**src/design/assert_macros.svh**
```systemverilog
// Assertion helpers used by the RTL top level.
`ifndef ASSERT_MACROS_SVH
`define ASSERT_MACROS_SVH

// Same-cycle implication.
`define GDRS_ASSERT_IMP(name, clk, rst_n, ante, cons) \
    name: assert property (@(posedge clk) disable iff (!rst_n) (ante) |-> (cons)) \
        else $error("gdrs assertion failed");

// Next-cycle implication.
`define GDRS_ASSERT_NXT(name, clk, rst_n, ante, cons) \
    name: assert property (@(posedge clk) disable iff (!rst_n) (ante) |=> (cons)) \
        else $error("gdrs assertion failed");

`endif

```
**src/design/gdrs_pkg.sv**
```systemverilog
package gdrs_pkg;

    localparam int ADDR_W = 5;

    typedef enum logic [2:0] {
        REG_GRID_WIDTH     = 3'd0,
        REG_GRID_HEIGHT    = 3'd1,
        REG_DIFFUSION_COEF = 3'd2,
        REG_RESIDUE_GROWTH = 3'd3,
        REG_RESIDUE_KEEP   = 3'd4
    } t_reg_idx;

    localparam logic [10:0] RST_GRID_WIDTH  = 11'd1024;
    localparam logic [15:0] RST_GRID_HEIGHT = 16'd1024;
    localparam logic [16:0] RST_KEEP        = 17'd65536;

    localparam logic signed [39:0] SAT_MAX = 40'sh007FFFFFFF;
    localparam logic signed [39:0] SAT_MIN = -40'sh0080000000;

    typedef struct packed {
        logic signed [31:0] cell_level;
        logic signed [31:0] cell_residue;
    } t_in_item;

    typedef struct packed {
        logic signed [31:0] level_out;
        logic signed [31:0] residue_out;
        logic [9:0]         col_index;
        logic [15:0]        row_index;
        logic               frame_last;
    } t_out_item;

    // per-item control that rides along the pipeline
    typedef struct packed {
        logic        emit_prev;  // result for the row above
        logic        emit_cur;   // last row passes through as well
        logic        elig;       // row above may be gated
        logic        last_col;
        logic [9:0]  col;
        logic [15:0] row;
    } t_ctrl;

    typedef struct packed {
        t_ctrl              ctrl;
        logic signed [31:0] ctr;
        logic signed [31:0] left;
        logic signed [31:0] right;
        logic signed [31:0] up;
        logic signed [31:0] lev;
        logic signed [31:0] res;
        logic signed [31:0] pres;
    } t_win;

    typedef struct packed {
        t_ctrl              ctrl;
        logic signed [31:0] nl;
        logic               changed;
        logic signed [33:0] res_prev;  // rounded decay, not yet saturated
        logic signed [31:0] lev;
        logic signed [31:0] res_cur;
    } t_cell;

    typedef struct packed {
        logic out_full;
        logic pend_full;
    } t_ob_stat;

    function automatic logic signed [31:0] sat32(input logic signed [39:0] x);
        logic signed [31:0] y;
        if (x > SAT_MAX) begin
            y = 32'sh7FFFFFFF;
        end else if (x < SAT_MIN) begin
            y = -32'sh80000000;
        end else begin
            y = 32'(x);
        end
        return y;
    endfunction

    function automatic logic [32:0] abs33(input logic signed [32:0] x);
        return x[32] ? 33'(-x) : 33'(x);
    endfunction

endpackage

```
**src/design/gdrs_out.sv**
```systemverilog
module gdrs_out (
    input  logic               i_clk,
    input  logic               i_rst_n,
    input  logic               i_valid,
    output logic               o_ready,
    input  gdrs_pkg::t_cell    i_cell,
    input  logic [30:0]        i_growth,
    output logic               o_valid,
    input  logic               i_ready,
    output gdrs_pkg::t_out_item o_item,
    output gdrs_pkg::t_ob_stat o_stat
);

    logic                r_ov, r_pv;
    gdrs_pkg::t_out_item r_out, r_pend;
    gdrs_pkg::t_out_item res_a, res_b;
    logic                take, drain, has, both;
    logic signed [39:0]  grow;

    assign grow = i_cell.changed ? $signed({9'b0, i_growth}) : 40'sd0;

    always_comb begin
        res_a.level_out   = i_cell.nl;
        res_a.residue_out = gdrs_pkg::sat32(40'(i_cell.res_prev) + grow);
        res_a.col_index   = i_cell.ctrl.col;
        res_a.row_index   = i_cell.ctrl.row - 16'd1;
        res_a.frame_last  = 1'b0;
        res_b.level_out   = i_cell.lev;
        res_b.residue_out = i_cell.res_cur;
        res_b.col_index   = i_cell.ctrl.col;
        res_b.row_index   = i_cell.ctrl.row;
        res_b.frame_last  = i_cell.ctrl.last_col;
    end

    assign has   = i_cell.ctrl.emit_prev || i_cell.ctrl.emit_cur;
    assign both  = i_cell.ctrl.emit_prev && i_cell.ctrl.emit_cur;
    assign o_ready = !r_pv && (!r_ov || i_ready);
    assign take  = i_valid && o_ready;
    assign drain = r_ov && i_ready;

    always_ff @(posedge i_clk) begin
        if (!i_rst_n) begin
            r_ov <= 1'b0;
            r_pv <= 1'b0;
        end else if (take) begin
            r_ov <= has;
            r_pv <= both;
        end else if (drain) begin
            r_ov <= r_pv;
            r_pv <= 1'b0;
        end
    end

    always_ff @(posedge i_clk) begin
        if (take && has) begin
            r_out <= i_cell.ctrl.emit_prev ? res_a : res_b;
            if (both) begin
                r_pend <= res_b;
            end
        end else if (drain && r_pv) begin
            r_out <= r_pend;
        end
    end

    assign o_valid = r_ov;
    assign o_item  = r_out;
    assign o_stat.out_full  = r_ov;
    assign o_stat.pend_full = r_pv;

endmodule

```
**config.mk**
```make
export PLATFORM = sky130hd
export DESIGN_NAME = gdrs_out
export DESIGN_NICKNAME = d
export VERILOG_FILES = /design/src/design/assert_macros.svh /design/src/design/gdrs_pkg.sv /design/src/design/gdrs_out.sv
export SDC_FILE = /design/constraint.sdc
export NUM_CORES = 1
export LEC_CHECK = 0
export ABC_AREA = 1
export BUFFER_PORTS_ARGS = -buffer_cell sky130_fd_sc_hd__buf_4
export CORE_ASPECT_RATIO = 1.75
export CORE_UTILIZATION = 48
export CTS_CLUSTER_SIZE = 30
export DETAILED_ROUTE_END_ITERATION = 10
export PLACE_DENSITY = 0.81
export SKIP_LAST_GASP = 1
export SLEW_MARGIN = 0
export SYNTH_ARGS = -nofsm -noshare
export SYNTH_HDL_FRONTEND = slang
export SYNTH_SLANG_ARGS = --single-unit
```
**constraint.sdc**
```tcl
create_clock -name i_clk -period 4.39 [get_ports i_clk]
set_clock_uncertainty 0.15 [all_clocks]
set_input_delay 0.2195 -clock i_clk [delete_from_list [all_inputs] [get_ports i_clk]]
set_output_delay 0.2195 -clock i_clk [all_outputs]
set_load 0.005 [all_outputs]
```
==> out/results.md <==
- 0 — Max-Cap Viols
- 0.01278 mm2 — area post-placement
- 1.91 ns — setup slack, reg-to-reg
- 196.7 um — chip height
- no — unrepaired setup endpoints after global routing
- 4 — Clock H-tree levels
- 4.543 mW — power consumption
- 0.01429 mm2 — post-route cell area
- 3.042 ns — min cycle time layout
- 318.0 mW/mm2 — cell area power density
- 0 — DR DRC count
- 7 — first-pass iteration count of the detailed router
- simple AND/OR/NAND/NOR gates — dominant combinational cell family by area after synthesis
- 45.92 mm — wire length of the first global-routing pass
- 0.2723 — M1 GR Usage
- 0.6928 — Final period util
- 31 — Crit Path Max Fanout
- buf_4 -> nand2_1 -> inv_1 -> ha_1 -> a21oi_1 -> o21bai_1 -> a21oi_1 -> inv_1 -> nand2_1 -> nand3_1 -> a21oi_2 -> nand2_1 -> nand2_2 -> nand2_1 -> nand2_1 -> nand2_1 — crit path cell chain
- 5.024 — ratio of routed vias to standard cells
- 3 — number of buffers and inverters on the critical path
- 0 — antenna violation net count after detailed routing
- 41 — number of distinct library cells after synthesis
- 0 — Setup Viol. Count Final
- 0.2445 — fraction of final layout cells with drive strength greater than 1
- input port — CP startpoint kind
- 6.725 nW — leakage power summed over all cells
- 113.2 um — width of the die
- 0 — total of cells resized after clock tree synthesis
- o_valid — worst flop-to-flop path startpoint
- 184 — Clock Sinks
- 1445 — net count after synthesis
- met2 — most used routing layer
- sky130_fd_sc_hd__nand2_2 — cell with the largest stage delay on the worst path
- 2 — number of antenna violations at the first check in global routing
- 0 — final slew viol count
- 0.9329 — routability-driven placement congestion ratio
- 0 — Yosys warning total
- finished, final reports clean — outcome
- 0 — Post CTS Setup Buffer Count
- 94 — hold buffer count at cts
- 0 — number of failing hold endpoints at the final stage
- 0.42 ns — Clock Latency Late Sink
- 37.45% — layout overhead on the synthesized area
- 1.004 ns — Slew @ Worst Pin
- 20.91 mm — Post-DP HPWL
- 0.3288 GHz — Max Clk Rate
- input port to flop — Crit Path Category
- i_cell[98] — launch point of the critical path
- 8 — cell depth of the worst flop-to-flop path
- 0.03117 — Synth Area in XOR/XNOR
- 70 — num rows
- 1.348 ns — post-route setup slack
- 0 — mux cell area share after synthesis
- sky130_fd_sc_hd__nand2_1 — Most common cell on crit path
- 9471 — total via count in the routed design
- 0.5296 — sequential cell area fraction in the yosys report
- input port to flop — class of the worst hold path
- yes — TritonCTS clock tree
- 0.3305 — Relative slew margins
- 0.02227 mm2 — full die area
- 17 — number of clock buffers inserted by TritonCTS
- 3.07 ns — Crit path arrival time
- 0.48 ns — CP peak stage delay
- 1885 — non-filler instance count after layout
- 15.84 um — post-detailed-route wirelength per cell
- 0.02111 mm2 — Std-Cell Core Area
- 184 — synthesis-stage register bit count
- 0 — total global routing overflow
- 0.01039 mm2 — netlist area before placement
- 0.0002764 V — Max VDD drop
- flop — capturing element type of the critical path
- 16 — instance count on the critical path
- 0.04044 — adder-cell area share of the yosys netlist
- o_item[15] — critical register-to-register path endpoint
- 0 ns — sum of negative setup slack
- 0.4925 — initial core utilization
- 1216 — synthesized instance count
- 0.05657 — compound-gate portion of the synthesized area
- 289 — count of input and output buffers
- 0.04244 — met3 Usage GRT
- 0.5115 — met2 layer usage reported by global route
- 291 — Ports
- sky130_fd_sc_hd__clkbuf_16 — cell at the root of the clock tree
- 1758 — number of placed cells counting well taps
- 4.42 ns — Worst EP required
- 1812 — final layout net count
- 29.85 mm — final WL
- 9314 — via count of the first global-routing pass
- 2 — maximum clock insertion buffer count
- simple AND/OR/NAND/NOR gates — critical path's top delay family
- 8.548 um2 — Avg Inst Size Synth
- 0.2749 — Synth Area in Simple Gates
- 97 — pin count of the biggest net entering global routing
- o_item[52] — CP endpoint
- 0.9385 ns — Setup WS pre-CTS
- 881 — Iteration-0 DRC Markers
- 0.2696 — GRT Util Overall
- 0.07 ns — Clock Pin Slew Worst Setup and Hold Paths
-- cell families after synthesis --
| logic type | after synthesis |
|---|---|
| simple gates | 696 |
| flops | 184 |
| buf+inv | 165 |
| compound gates | 101 |
| xor+xnor | 37 |
| fa+ha+maj | 33 |
-- how the worst min path moves through the flow --
stage	startpoint	end	slack, ns	cells after the start
floorplan	i_cell[157]	r_pend[0]	0.17	0
global placement	i_cell[42]	r_pend[69]	0.26	1
detailed placement	i_cell[57]	r_pend[84]	0.26	1
CTS	i_cell[123]	o_item[83]	0.009	3
global route	i_cell[111]	o_item[71]	0.02	3
finish	i_cell[111]	o_item[71]	0.03	3
-- cell usage in the layout, fill, tap and decap left out, types with 15 or more instances in the layout --
cell | netlist | layout
sky130_fd_sc_hd__a21oi_1 | 34 | 34
sky130_fd_sc_hd__edfxtp_1 | 182 | 182
sky130_fd_sc_hd__nand2_2 | 41 | 41
sky130_fd_sc_hd__a31oi_1 | 39 | 39
sky130_fd_sc_hd__ha_1 | 32 | 32
sky130_fd_sc_hd__nor2_1 | 151 | 150
sky130_fd_sc_hd__xor2_1 | 28 | 28
sky130_fd_sc_hd__inv_1 | 117 | 116
sky130_fd_sc_hd__nand2_1 | 450 | 449
sky130_fd_sc_hd__dlygate4sd3_1 | 0 | 94
sky130_fd_sc_hd__buf_4 | 2 | 293
sky130_fd_sc_hd__o21ai_0 | 15 | 15
sky130_fd_sc_hd__clkbuf_16 | 0 | 17
sky130_fd_sc_hd__nand3_1 | 17 | 17
-- where the power goes --
| group | internal, mW | switching (mW) | total [mW] | leakage (nW) |
|---|---|---|---|---|
| Sequential | 2.05 | 0.0291 | 2.08 | 1.71 |
| Combinational | 0.438 | 0.541 | 0.979 | 4.76 |
| Clock | 0.836 | 0.645 | 1.48 | 0.259 |
-- layout make-up --
class / instances / area, um2
Fill cell: 1631 / 6820
Sequential cell: 184 / 5505
Multi-Input combinational cell: 867 / 4205
Timing Repair Buffer: 389 / 3181
Inverter: 124 / 469.2
Clock buffer: 20 / 436.7
Tap cell: 288 / 360.3
Clock inverter: 11 / 125.1
Antenna cell: 2 / 5.005
-- registers in the layout, indices dropped and copies added (netlist names) --
| signal | cells |
|---|---|
| r_pv | 1 |
| o_item | 91 |
| o_valid | 1 |
| r_pend | 91 |
-- through the flow --
| stage | utilization | hold slack, ns |
|---|---|---|
| final | 0.6769 | 0.03001 |
| after global routing | 0.6769 | 0.01884 |
| after CTS | 0.6766 | 0.009421 |
| after detailed placement | 0.6055 | 0.2588 |
| after global placement | 0.6055 | 0.2576 |
| after floorplan | - | 0.1684 |
-- Yosys cell counts (all sizes together) --
cell,n,area [um2]
a21o,1,7.510
a21oi,35,178.9
a31o,2,17.52
a31oi,39,244.0
and2,4,25.02
and3,1,6.260
buf,14,132.6
clkbuf,27,101.4
dfxtp,2,40.04
edfxtp,182,5465
fa,1,20.02
ha,32,400.4
inv,124,465.5
nand2,492,1957
nand3,18,95.09
nand3b,1,7.510
nand4,9,62.56
nor2,158,610.6
nor3,8,56.31
nor3b,1,12.51
nor4,3,18.77
o21a,1,7.510
o21ai,16,80.07
o21bai,7,52.55
or2,1,6.260
xnor2,9,78.83
xor2,28,245.2
-- tightest hold or removal path, stage by stage --
cell                      delay (ns)
sky130_fd_sc_hd__buf_4          0.07
sky130_fd_sc_hd__nand2_1        0.04
sky130_fd_sc_hd__a31oi_1        0.15
-- per-layer routing --
layer	up-vias	share of wire
met5	-	0
met4	0	0.056
met3	91	0.056
met2	405	0.54
met1	4308	0.35
li1	4667	-
Power figures use the tool's default switching activity.
